File: config.mk
export PLATFORM = sky130hd
export DESIGN_NAME = shrt_queue
export DESIGN_NICKNAME = d
export VERILOG_FILES = /design/src/shrt_pkg.sv /design/src/shrt_queue.sv
export SDC_FILE = /design/constraint.sdc
export NUM_CORES = 1
export LEC_CHECK = 0
export BUFFER_PORTS_ARGS = -buffer_cell sky130_fd_sc_hd__buf_2
export CAP_MARGIN = 40
export CORE_AREA = 2 2 132 199
export DETAILED_ROUTE_END_ITERATION = 7
export DIE_AREA = 0 0 134 201
export PLACE_DENSITY = 0.46
export SETUP_SLACK_MARGIN = 0.05
export SLEW_MARGIN = 20
export SYNTH_ARGS = -nofsm -noshare
export SYNTH_HDL_FRONTEND = slang
export SYNTH_SLANG_ARGS = --single-unit
File: constraint.sdc
create_clock -name clk_i -period 2.1 [get_ports clk_i]
set_input_delay 0.42 -clock clk_i [delete_from_list [all_inputs] [get_ports clk_i]]
set_output_delay 0.42 -clock clk_i [all_outputs]
set_load 0.01 [all_outputs]
File: src/shrt_pkg.sv
`timescale 1ns / 1ps
// ----------------------------------------------------------------------------
// Sample histogram package
// Request codes, configuration register indexes, internal operation kinds
// and the types shared by the front end, the queue and the back end.
// ----------------------------------------------------------------------------
package shrt_pkg;

  localparam int unsigned SampleW    = 16;
  localparam int unsigned AddrW      = 10;
  localparam int unsigned CountW     = 32;
  localparam int unsigned ScaleW     = 24;
  localparam int unsigned DiffW      = SampleW + 1;
  localparam int unsigned ProdW      = DiffW + ScaleW + 1;
  localparam int unsigned FracW      = 16;
  localparam int unsigned CfgIdxW    = 3;
  localparam int unsigned CfgDataW   = 24;
  localparam int unsigned QueueDepth = 4;

  localparam logic [CountW-1:0] CountMax = '1;

  typedef enum logic [1:0] {
    REQ_SAMPLE     = 2'd0,
    REQ_READ_CLEAR = 2'd1,
    REQ_RESTART    = 2'd2
  } req_type_e;

  localparam logic [CfgIdxW-1:0] CFG_TRACK_MODE = 3'd0;
  localparam logic [CfgIdxW-1:0] CFG_HINT_MIN   = 3'd1;
  localparam logic [CfgIdxW-1:0] CFG_HINT_MAX   = 3'd2;
  localparam logic [CfgIdxW-1:0] CFG_BIN_ORIGIN = 3'd3;
  localparam logic [CfgIdxW-1:0] CFG_BIN_SCALE  = 3'd4;

  typedef enum logic [2:0] {
    OP_NONE,
    OP_BIN,
    OP_TRACK,
    OP_READ,
    OP_READ_MISS,
    OP_RESTART
  } op_kind_e;

  typedef struct packed {
    logic                      track_mode;
    logic signed [SampleW-1:0] hint_min;
    logic signed [SampleW-1:0] hint_max;
    logic signed [SampleW-1:0] bin_origin;
    logic        [ScaleW-1:0]  bin_scale;
  } cfg_t;

  typedef struct packed {
    op_kind_e                  kind;
    logic signed [SampleW-1:0] sample;
    logic        [AddrW-1:0]   bin_address;
    logic                      last_in_batch;
  } op_t;

endpackage

File: src/shrt_queue.sv
`timescale 1ns / 1ps
// ----------------------------------------------------------------------------
// Operation queue
// Short first-in first-out buffer between the front end and the back end.
// ----------------------------------------------------------------------------
module shrt_queue import shrt_pkg::*; #(
  parameter int unsigned IDX_W = 10
) (
  input  logic             clk_i,
  input  logic             rst_ni,
  input  logic             push_valid_i,
  output logic             push_ready_o,
  input  op_t              push_op_i,
  input  logic [IDX_W-1:0] push_bin_i,
  output logic             pop_valid_o,
  input  logic             pop_ready_i,
  output op_t              pop_op_o,
  output logic [IDX_W-1:0] pop_bin_o
);

  localparam int unsigned PtrW = $clog2(QueueDepth);
  localparam int unsigned CntW = $clog2(QueueDepth + 1);

  op_t              op_q  [QueueDepth];
  logic [IDX_W-1:0] bin_q [QueueDepth];
  logic [PtrW-1:0]  wr_ptr_q, wr_ptr_d, rd_ptr_q, rd_ptr_d;
  logic [CntW-1:0]  cnt_q, cnt_d;
  logic             push, pop;

  assign push_ready_o = (cnt_q != CntW'(QueueDepth));
  assign pop_valid_o  = (cnt_q != '0);
  assign push         = push_valid_i && push_ready_o;
  assign pop          = pop_valid_o && pop_ready_i;
  assign pop_op_o     = op_q[rd_ptr_q];
  assign pop_bin_o    = bin_q[rd_ptr_q];

  always_comb begin
    wr_ptr_d = push ? wr_ptr_q + 1'b1 : wr_ptr_q;
    rd_ptr_d = pop ? rd_ptr_q + 1'b1 : rd_ptr_q;
    cnt_d    = cnt_q;
    if (push && !pop) begin
      cnt_d = cnt_q + 1'b1;
    end else if (pop && !push) begin
      cnt_d = cnt_q - 1'b1;
    end
  end

  always_ff @(posedge clk_i or negedge rst_ni) begin
    if (!rst_ni) begin
      wr_ptr_q <= '0;
      rd_ptr_q <= '0;
      cnt_q    <= '0;
    end else begin
      wr_ptr_q <= wr_ptr_d;
      rd_ptr_q <= rd_ptr_d;
      cnt_q    <= cnt_d;
    end
  end

  always_ff @(posedge clk_i) begin
    if (push) begin
      op_q[wr_ptr_q]  <= push_op_i;
      bin_q[wr_ptr_q] <= push_bin_i;
    end
  end

endmodule

==> reports/qor.csv <==
metric,value,unit
status,"complete, but fails checks",
failing checks,setup timing,
Worst Hold Depth,1,
pre-CTS setup slack,34.0,ps
DIE AREA,26900,um^2
P_int,0.00837,W
DR vias,2839,
share of cells above drive strength 1,49.6,%
clock root buffer,clkbuf_16,
largest net degree at the start of global routing,41,
# H-tree levels,4,
clock latency on the worst-skew pair,430,ps
met1 GRT Util,10.3,%
grt met2 use,17.5,%
first-pass GRT wire length,18.8,mm
CTS tree,done,
RSZ-0062 raised after global routing,true,
Post-DP HPWL,7.80,mm
Worst EP required,1680,ps
met3 Track Usage GR,2.70,%
clock share of power,23.9,%
Netlist cell types,20,
# rows,72,
Mapped Cells,245,
initial antenna violation count,1,
worst hold slack,210,ps
worst-path maximum fanout,8,
register area share after synthesis,79.9,%
RePlAce Congestion,0.702,
switching share of power,28.1,%
"Arr. time, crit path",1830,ps
sequential fraction of design power,39.4,%
CP Launch Type,flip-flop,
HP Start,push_op_i[10],
Post-Synthesis Cell Area,6230,um^2
Slowest cell on crit path,dfrtp_4,
multi-input logic area,1150,um^2
final setup margin,-153,ps
FF-to-FF Start,cnt_q[1],
skew final,11.9,ps
drt via density,4.00,
Hold Path End,op_q[0][10],
Worst path max stage delay,500,ps
Most Crowded Layer GR,met2,
Storage cell area,4980,um^2
antenna-violating nets left,0,
Num CTS Buffers,17,
Yosys reg bits,167,
r2r setup slk,90,ps
ant diodes,0,
Logic pwr share,36.7,%
drt total wl,12.5,mm
DRT iter0 DRCs,134,
Initial Utilization,24.6,%
crit-path cells,buf_12 > clkbuf_16 > mux4_2 > buf_6,
die width,134,um
die height,201,um
Final min period,2250,ps
total power,0.0116,W
clk buf depth,2,
routed len/inst,17.7,um
net switching power figure,0.00327,W
Max Cap Viol,0,
count of final setup violators,40,
setup TNS,-4900,ps
Mapped Nets,295,
power density cells,1440,nW/um^2
Least-Margin Pin Slew,323,ps
WS Path Type,flip-flop to primary output,
Layout area overhead,29.5,%
clock tree sinks,167,
boundary pin count,86,
Worst setup startpoint,rd_ptr_q[0],
core area,25300,um^2
worst min path class,input pin to flip-flop,
worst reg-to-reg path cell count,8,
Slew headroom,78.5,%
final worst-path cycle share,107,%
"Reg clk slew, reported paths",60,ps
DRC violations left,0,
CP bufs+invs,3,
worst r2r dst,cnt_q[1],
Final #Nets,415,
syn_area_per_cell,25.4,um^2
kind of cell adding the most delay to the critical path,flip-flops,
Yosys warning count,0,
TritonRoute pass-1 iters,7,
filler instances,2415,
Peak supply drop,0.809,mV
Pleak,2.75,nW
IO buf count,85,
total track usage,9.70,%
GRT Residual Overflow,0,
max-slew violation count,0,
CP Capture Type,primary output,
vias in the first global route,3212,
Final Hold Violating Endpoints,0,
Max Clk Rate,444,MHz
## routing by layer
metal,routed length (um),part of all wire (%)
met3,442,3.5
met2,7100,57
met4,264,2.1
met1,4710,38
met5,13,0.10
## synthesized netlist by cell type
| library cell | number | area (um^2) |
|---|---|---|
| a21boi_2 | 1 | 11.3 |
| or3_1 | 1 | 6.26 |
| buf_2 | 4 | 20.0 |
| nor2_1 | 2 | 7.51 |
| buf_6 | 1 | 11.3 |
| xnor2_1 | 4 | 35.0 |
| buf_12 | 4 | 80.1 |
| nand3_1 | 1 | 5.00 |
| mux4_2 | 38 | 856 |
| ha_1 | 5 | 62.6 |
| xor2_1 | 2 | 17.5 |
| mux4_1 | 2 | 52.6 |
| dfrtp_1 | 7 | 175 |
| fa_1 | 1 | 20.0 |
| and2_1 | 4 | 25.0 |
| edfxtp_1 | 160 | 4800 |
| nand2_1 | 2 | 7.51 |
| clkbuf_1 | 1 | 3.75 |
| inv_1 | 3 | 11.3 |
| mux2_2 | 2 | 22.5 |
## metrics by stage
step | util, % | area (um^2) | cells
global placement | 28.4 | 7190 | 669
global route | 31.9 | 8080 | 710
floorplan | - | 6240 | 245
CTS | 31.0 | 7850 | 703
finish | 31.9 | 8080 | 710
detailed placement | 28.4 | 7190 | 669
## area by class of cell
type / count / share of cell area [%]
Sequential cell: 167 / 61.7
Multi-Input combinational cell: 65 / 14.2
Timing Repair Buffer: 111 / 12.3
Clock buffer: 22 / 5.50
Tap cell: 333 / 5.16
Clock inverter: 9 / 0.992
Inverter: 3 / 0.139
## worst reg2reg max path: cells and delay by family (launching register included)
family	cells	cell delay [ps]
DFF	1	380
buffers and inverters	3	330
muxes	1	270
AOI/OAI and AO/OA	1	120
and+or+nand+nor	1	190
adders and majority gates	2	610
## cells in the final DEF (no fill, tap or decap)
cell type and n:
mux4_2 40, nand2_2 1, clkbuf_1 5, ha_1 4, nand3_1 1, bufinv_16 1, ha_4 1, clkinv_1 2
clkbuf_16 20, dfrtp_1 5, clkinv_2 2, xnor2_1 4, buf_12 9, dfrtp_2 1, clkinv_4 2, nor2_1 2
fa_2 1, inv_1 3, edfxtp_1 160, dfrtp_4 1, dlygate4sd3_1 1, buf_2 54, buf_4 11, xor2_1 2
a21boi_2 1, nand2_1 1, buf_6 33, mux2_2 2, or3_4 1, clkinvlp_4 2, and2_2 4
## flip-flops by register name (all words and copies together) (netlist names)
signal	flops
cnt_q	3
op_q	120
bin_q	40
rd_ptr_q	2
wr_ptr_q	2
## power by group through the flow
stage	clock network [W]	logic [W]	registers [W]
floorplan	0	0.00220	0.00461
global placement	0	0.00347	0.00466
detailed placement	0	0.00349	0.00471
CTS	0.00290	0.00384	0.00463
global route	0.00304	0.00461	0.00464
finish	0.00278	0.00427	0.00459
## kinds of logic after synthesis
logic type | after synthesis | share of synthesized area [%]
compound gates | 1 | 0.181
xor+xnor | 6 | 0.843
fa+ha+maj | 6 | 1.32
buf+inv | 13 | 2.03
flops | 167 | 79.9
mux | 42 | 14.9
simple gates | 10 | 0.823
## repair_timing
item	4_1_cts	5_1_grt
hold buffers	1	0
gates cloned	0	3
resized for setup	21	27
endpoints found under the hold margin	7	0
pin swaps	0	2
setup buffers	2	4
endpoints found under the setup margin	41	41
## worst max-delay path by stage
stage,slack (ps),to,cells past startpoint
2_1_floorplan,70,cnt_q[2],8
3_3_place_gp,120,cnt_q[2],8
3_5_place_dp,30,cnt_q[2],8
4_1_cts,-240,pop_bin_o[7],3
5_1_grt,-230,pop_bin_o[7],4
6_report,-150,pop_bin_o[2],4
(Power assumes the default switching activity.)
