$ cat config.mk
export PLATFORM = sky130hd
export DESIGN_NAME = shrt_front_flat
export DESIGN_NICKNAME = d
export VERILOG_FILES = /design/src/shrt_pkg.sv /design/src/shrt_req_if.sv /design/src/shrt_front.sv /design/src/flat_wrapper.sv
export SDC_FILE = /design/constraint.sdc
export NUM_CORES = 1
export LEC_CHECK = 0
export ABC_AREA = 0
export BUFFER_PORTS_ARGS = -buffer_cell sky130_fd_sc_hd__buf_2
export CAP_MARGIN = 40
export CORE_ASPECT_RATIO = 0.75
export CORE_UTILIZATION = 25
export CTS_BUF_LIST = sky130_fd_sc_hd__clkbuf_16
export DETAILED_ROUTE_END_ITERATION = 12
export GPL_ROUTABILITY_DRIVEN = 0
export PLACE_DENSITY = 0.42
export RECOVER_POWER = 25
export SETUP_SLACK_MARGIN = 0.05
export SLEW_MARGIN = 20
export SYNTH_ARGS = -nofsm -noshare
export SYNTH_HDL_FRONTEND = slang
export SYNTH_SLANG_ARGS = --single-unit
export TNS_END_PERCENT = 1
$ cat constraint.sdc
create_clock -name clk_i -period 6.3 [get_ports clk_i]
set_input_delay 0.315 -clock clk_i [delete_from_list [all_inputs] [get_ports clk_i]]
set_output_delay 0.315 -clock clk_i [all_outputs]
set_load 0.03 [all_outputs]
$ cat src/shrt_pkg.sv
`timescale 1ns / 1ps
// ----------------------------------------------------------------------------
// Sample histogram package
// Request codes, configuration register indexes, internal operation kinds
// and the types shared by the front end, the queue and the back end.
// ----------------------------------------------------------------------------
package shrt_pkg;

  localparam int unsigned SampleW    = 16;
  localparam int unsigned AddrW      = 10;
  localparam int unsigned CountW     = 32;
  localparam int unsigned ScaleW     = 24;
  localparam int unsigned DiffW      = SampleW + 1;
  localparam int unsigned ProdW      = DiffW + ScaleW + 1;
  localparam int unsigned FracW      = 16;
  localparam int unsigned CfgIdxW    = 3;
  localparam int unsigned CfgDataW   = 24;
  localparam int unsigned QueueDepth = 4;

  localparam logic [CountW-1:0] CountMax = '1;

  typedef enum logic [1:0] {
    REQ_SAMPLE     = 2'd0,
    REQ_READ_CLEAR = 2'd1,
    REQ_RESTART    = 2'd2
  } req_type_e;

  localparam logic [CfgIdxW-1:0] CFG_TRACK_MODE = 3'd0;
  localparam logic [CfgIdxW-1:0] CFG_HINT_MIN   = 3'd1;
  localparam logic [CfgIdxW-1:0] CFG_HINT_MAX   = 3'd2;
  localparam logic [CfgIdxW-1:0] CFG_BIN_ORIGIN = 3'd3;
  localparam logic [CfgIdxW-1:0] CFG_BIN_SCALE  = 3'd4;

  typedef enum logic [2:0] {
    OP_NONE,
    OP_BIN,
    OP_TRACK,
    OP_READ,
    OP_READ_MISS,
    OP_RESTART
  } op_kind_e;

  typedef struct packed {
    logic                      track_mode;
    logic signed [SampleW-1:0] hint_min;
    logic signed [SampleW-1:0] hint_max;
    logic signed [SampleW-1:0] bin_origin;
    logic        [ScaleW-1:0]  bin_scale;
  } cfg_t;

  typedef struct packed {
    op_kind_e                  kind;
    logic signed [SampleW-1:0] sample;
    logic        [AddrW-1:0]   bin_address;
    logic                      last_in_batch;
  } op_t;

endpackage

$ cat src/shrt_req_if.sv
`timescale 1ns / 1ps
// ----------------------------------------------------------------------------
// Request channel
// Valid/ready channel that carries one request into the histogram block.
// ----------------------------------------------------------------------------
interface shrt_req_if;
  logic               valid;
  logic               ready;
  logic [1:0]         req_type;
  logic signed [15:0] sample;
  logic [9:0]         bin_address;
  logic               last_in_batch;

  modport source (output valid, output req_type, output sample, output bin_address,
                  output last_in_batch, input ready);
  modport sink   (input valid, input req_type, input sample, input bin_address,
                  input last_in_batch, output ready);
endinterface

$ cat src/shrt_front.sv
`timescale 1ns / 1ps
// ----------------------------------------------------------------------------
// Histogram front end
// Accepts requests, computes the scaled bin product and classifies each
// request into an operation for the back end.
// ----------------------------------------------------------------------------
module shrt_front import shrt_pkg::*; #(
  parameter int unsigned BINS  = 1024,
  parameter int unsigned IDX_W = $clog2(BINS)
) (
  input  logic             clk_i,
  input  logic             rst_ni,
  shrt_req_if.sink         req,
  input  cfg_t             cfg_i,
  input  logic             clr_busy_i,
  output logic             push_valid_o,
  input  logic             push_ready_i,
  output op_t              push_op_o,
  output logic [IDX_W-1:0] push_bin_o
);

  localparam int unsigned HiW = ProdW - FracW;

  logic                      f_valid_q, f_valid_d;
  logic [1:0]                f_req_q;
  logic signed [SampleW-1:0] f_sample_q;
  logic [AddrW-1:0]          f_addr_q;
  logic                      f_last_q;
  logic signed [ProdW-1:0]   f_prod_q, prod_d;
  logic signed [DiffW-1:0]   diff;
  logic signed [ScaleW:0]    scale_s;
  logic [HiW-1:0]            prod_hi;
  logic                      accept;

  assign req.ready = !clr_busy_i && (!f_valid_q || push_ready_i);
  assign accept    = req.valid && req.ready;

  // Exact product of the sample offset and the scale, 16 fraction bits.
  always_comb begin
    diff    = DiffW'(req.sample) - DiffW'(cfg_i.bin_origin);
    scale_s = $signed({1'b0, cfg_i.bin_scale});
    prod_d  = ProdW'(diff) * ProdW'(scale_s);
  end

  assign f_valid_d = accept ? 1'b1 : (push_ready_i ? 1'b0 : f_valid_q);

  always_ff @(posedge clk_i or negedge rst_ni) begin
    if (!rst_ni) begin
      f_valid_q <= 1'b0;
    end else begin
      f_valid_q <= f_valid_d;
    end
  end

  always_ff @(posedge clk_i) begin
    if (accept) begin
      f_req_q    <= req.req_type;
      f_sample_q <= req.sample;
      f_addr_q   <= req.bin_address;
      f_last_q   <= req.last_in_batch;
      f_prod_q   <= prod_d;
    end
  end

  always_comb begin
    prod_hi                 = HiW'(f_prod_q >>> FracW);
    push_op_o.sample        = f_sample_q;
    push_op_o.bin_address   = f_addr_q;
    push_op_o.last_in_batch = f_last_q;
    push_op_o.kind          = OP_NONE;
    push_bin_o              = '0;
    case (f_req_q)
      REQ_SAMPLE: begin
        if (cfg_i.track_mode) begin
          push_op_o.kind = OP_TRACK;
        end else begin
          push_op_o.kind = OP_BIN;
          // Negative products land in bin zero, large ones in the top bin.
          if (f_prod_q[ProdW-1]) begin
            push_bin_o = '0;
          end else if (prod_hi > HiW'(BINS - 1)) begin
            push_bin_o = IDX_W'(BINS - 1);
          end else begin
            push_bin_o = IDX_W'(prod_hi);
          end
        end
      end
      REQ_READ_CLEAR: begin
        push_bin_o = IDX_W'(f_addr_q);
        if (32'(f_addr_q) < 32'(BINS)) begin
          push_op_o.kind = OP_READ;
        end else begin
          push_op_o.kind = OP_READ_MISS;
        end
      end
      REQ_RESTART: begin
        push_op_o.kind = OP_RESTART;
      end
      default: begin
        push_op_o.kind = OP_NONE;
      end
    endcase
  end

  assign push_valid_o = f_valid_q;

endmodule

$ cat src/flat_wrapper.sv
// flat-port wrapper written by rule: the top's interface ports become plain ports
module shrt_front_flat import shrt_pkg::*;
#(
  parameter int unsigned BINS  = 1024,
  parameter int unsigned IDX_W = $clog2(BINS)
)
  (clk_i, rst_ni, cfg_i, clr_busy_i, push_valid_o, push_ready_i, push_op_o, push_bin_o, req_valid, req_req_type, req_sample, req_bin_address, req_last_in_batch, req_ready);
  shrt_req_if req_i ();
  input  logic clk_i;
  input  logic rst_ni;
  input  cfg_t cfg_i;
  input  logic clr_busy_i;
  output logic push_valid_o;
  input  logic push_ready_i;
  output op_t push_op_o;
  output logic [IDX_W-1:0] push_bin_o;
  input wire logic [$bits(req_i.valid)-1:0] req_valid;
  input wire logic [$bits(req_i.req_type)-1:0] req_req_type;
  input wire logic [$bits(req_i.sample)-1:0] req_sample;
  input wire logic [$bits(req_i.bin_address)-1:0] req_bin_address;
  input wire logic [$bits(req_i.last_in_batch)-1:0] req_last_in_batch;
  output wire logic [$bits(req_i.ready)-1:0] req_ready;
  assign req_i.valid = req_valid;
  assign req_i.req_type = req_req_type;
  assign req_i.sample = req_sample;
  assign req_i.bin_address = req_bin_address;
  assign req_i.last_in_batch = req_last_in_batch;
  assign req_ready = req_i.ready;
  shrt_front #(.BINS(BINS), .IDX_W(IDX_W)) u_core (.clk_i(clk_i), .rst_ni(rst_ni), .req(req_i), .cfg_i(cfg_i), .clr_busy_i(clr_busy_i), .push_valid_o(push_valid_o), .push_ready_i(push_ready_i), .push_op_o(push_op_o), .push_bin_o(push_bin_o));
endmodule
==> out/qor.csv <==
stage;metric;value;unit
detailed_routing;Pre-antenna DRT Iters;6;
sta;final setup fails;26;
floorplan;DIE WIDTH;300;µm
synthesis;Synth async-reset ratio;0.01786;
synthesis;post-synth top area share;0.3956;
synthesis;Syn Area/Cell;8.986;µm²
floorplan;Ports;149;
placement;pre-CTS WS;-1616;ps
critical_path;Worst setup SP type;input pin;
final_layout;# diodes;0;
grt;gr ovfl total;0;
synthesis;Seq/Total Area, Yosys;0.1007;
sta;Slew Viols, Final;0;
detailed_routing;met2 WL;20.96;mm
sta;fin crit share;1.167;
detailed_routing;number of remaining DRC errors;0;
sta;fmax;0.1360;GHz
sta;actual slew at the worst max-slew pin;754.7;ps
critical_path;CP Data Required Time;6370;ps
sta;Tmin final;7351;ps
run_status;status;finished, violations left;
final_layout;Nets;2709;
floorplan;Placeable Area;65570;µm²
sta;RSZ-0062 raised after global routing;true;
detailed_routing;DR vias;12750;
min_path;Worst Hold Class;input pin to flop;
placement;Port Buffer Count;116;
placement;HPWL after DPL;40.90;mm
final_layout;area of the multi-input gates;13490;µm²
floorplan;die span in y;225.5;µm
critical_path;WS Path Type;input pin to flop;
clock_network;CTS HTree Levels;2;
grt;largest net degree at the start of global routing;57;
critical_path;CP Capture Type;flop;
clock_network;CTS tree;built;
final_layout;area delta synth->final;24.22;%
detailed_routing;post-route ant nets;0;
floorplan;starting density of the core;0.2539;
detailed_routing;Via density;4.268;
detailed_routing;drt first-iter violations;718;
critical_path;Max stage delay on crit path;520;ps
detailed_routing;met3 WL;1.416;mm
floorplan;Rows;81;
clock_network;CTS Sinks;56;
sta;count of final hold-check violations;0;
job;total of max-cap violations;0;
critical_path;most used cell, CP;fa_1;
synthesis;largest cells by area after synthesis;fa_1, ha_1, inv_1, edfxtp_1, nand2_1;
clock_network;clk slew on worst S/H paths;80;ps
run_status;failing checks;setup timing;
grt;vias in the first global route;13730;
synthesis;Cell Area, Synth;16650;µm²
synthesis;syn nets;2447;
critical_path;Worst EP arrival;7420;ps
detailed_routing;top routing layer in use;met4;
sta;Setup Skew;10.37;ps
sta;Fin Setup TNS;-17820;ps
sta;Fin Hold WS;177.1;ps
grt;global-route wire length before repair;76.49;mm
final_layout;layout cells sized above 1;0.2065;
sta;Setup WS post-layout;-1051;ps
synthesis;Yosys cell types;71;
synthesis;Synth Warn #;0;
critical_path;Worst path slowest cell;fa_2;
final_layout;Seq. cell area;1677;µm²
floorplan;die area;67650;µm²
synthesis;Synth Instances;1853;
clock_network;deepest clock path buffer count;2;
clock_network;Root Buffer;clkbuf_16;
critical_path;crit-path max FO;5;
detailed_routing;met1 wire length;24.48;mm
synthesis;Post-synth EDFFs;55;
final_layout;Fillers;6978;
detailed_routing;post-DR wirelength/cell;15.84;µm
sta;Max-Slew Margin vs Limit;0.4969;
detailed_routing;routed wire length;47.31;mm
clock_network;clk_lat worst skew;310;ps
synthesis;area leader, netlist;fa_1;
grt;antenna violations before repair;1;
synthesis;top_reg_cell synth;edfxtp_1;
final_layout;final design utilization;0.3154;
clock_network;number of buffers created by CTS;5;
grt;gr usage total;0.1445;
synthesis;flops & latches, synth;56;
==> worst max-delay path, delay by kind of cell <==
kind	cells	cell delay (ps)
buf+inv	8	790
simple gates	1	120
fa+ha+maj	8	3310
xor+xnor	1	130
mux	1	300
compound gates	12	2450
==> final timing paths <==
kind                                                 start  slack [ps]                         endpoint  cells past startpoint
max                                              cfg_i[25]       -1050    u_core.f_prod_q[39]$_DFFE_PP_                     31
min                                     req_bin_address[7]         180     u_core.f_addr_q[7]$_DFFE_PP_                      1
max reg2reg                u_core.push_valid_o$_DFFE_PN0P_        4600    u_core.f_prod_q[30]$_DFFE_PP_                      3
min reg2reg                u_core.push_valid_o$_DFFE_PN0P_         510  u_core.push_valid_o$_DFFE_PN0P_                      1
max in group asynchronous                           rst_ni        5890  u_core.push_valid_o$_DFFE_PN0P_                      2
min in group asynchronous                           rst_ni         330  u_core.push_valid_o$_DFFE_PN0P_                      2
==> layout by cell type (no fill, tap or decap), types with 15 or more instances in the layout <==
master and n:
and2_1 86, nor2b_1 50, o21ai_0 21, edfxtp_1 55, inv_1 437, xnor2_1 18
a21o_1 19, buf_2 103, ha_1 144, buf_12 25, nand2b_1 32, mux2i_1 15
fa_1 325, nand2_1 301, nor2_1 33, a21oi_1 27, buf_4 194
==> registers in the layout, indices dropped and copies added (netlist names) <==
| signal | flops |
|---|---|
| u_core.f_addr_q | 10 |
| u_core.f_last_q | 1 |
| u_core.f_prod_q | 26 |
| u_core.f_req_q | 2 |
| u_core.f_sample_q | 16 |
| u_core.push_valid_o | 1 |
==> stage by stage <==
stage               cells  instance area, µm²
finish               2987               20680
detailed placement   2965               19980
CTS                  2981               20530
global placement     2964               19980
floorplan            1853               16740
global route         2987               20680
==> final cells by class <==
type | count | share of cell area
clock buffer | 5 | 0.006049
clock inverter | 3 | 0.002238
inverter | 442 | 0.08058
multi-input combinational | 1269 | 0.6521
sequential | 56 | 0.08106
tap | 871 | 0.05269
timing repair buffer | 341 | 0.1253
==> cell families after synthesis <==
family | synth area share
AOI/OAI and AO/OA | 0.06207
and+or+nand+nor | 0.1663
buffers and inverters | 0.1207
xor gates and xnor gates | 0.02097
muxes | 0.01503
adders and majority gates | 0.5143
DFF | 0.1007
==> cells in the mapped netlist, types with 3 or more instances <==
library cell,n
mux2_1,4
a21oi_1,35
ha_1,158
a2111oi_0,3
nor4_1,5
mux2i_1,16
nand4_1,13
o21bai_1,5
clkbuf_1,68
nor3_1,10
a211oi_1,3
buf_1,5
buf_2,9
or2_1,3
or2_2,6
nor2_1,36
xor2_1,9
fa_1,329
o21ai_0,32
o21a_1,6
a21boi_0,5
inv_1,442
a21o_1,19
mux2_2,4
xnor2_1,29
or3_1,3
nand2_1,301
nor2b_1,51
and3_1,3
nand3_1,10
a211o_1,4
a31oi_1,3
edfxtp_1,55
nand2b_1,32
a21oi_2,4
and2_1,90
==> per-layer routing <==
metal	up-vias	GRT usage
met2	188	0.2272
met3	37	0.01417
met5	-	0
met1	6437	0.2182
li1	6088	-
met4	0	0.01662
==> what timing repair did <==
action	CTS	global route
gates resized for setup	58	31
pin swaps	28	23
setup buffers	7	5
hold buffers	1	0
setup endpoints to repair	26	26
gates cloned	0	1
endpoints found under the hold margin	1	0
Power is not shown: default switching activity piles up to over one toggle a cycle in this logic, so the estimate is an artifact.
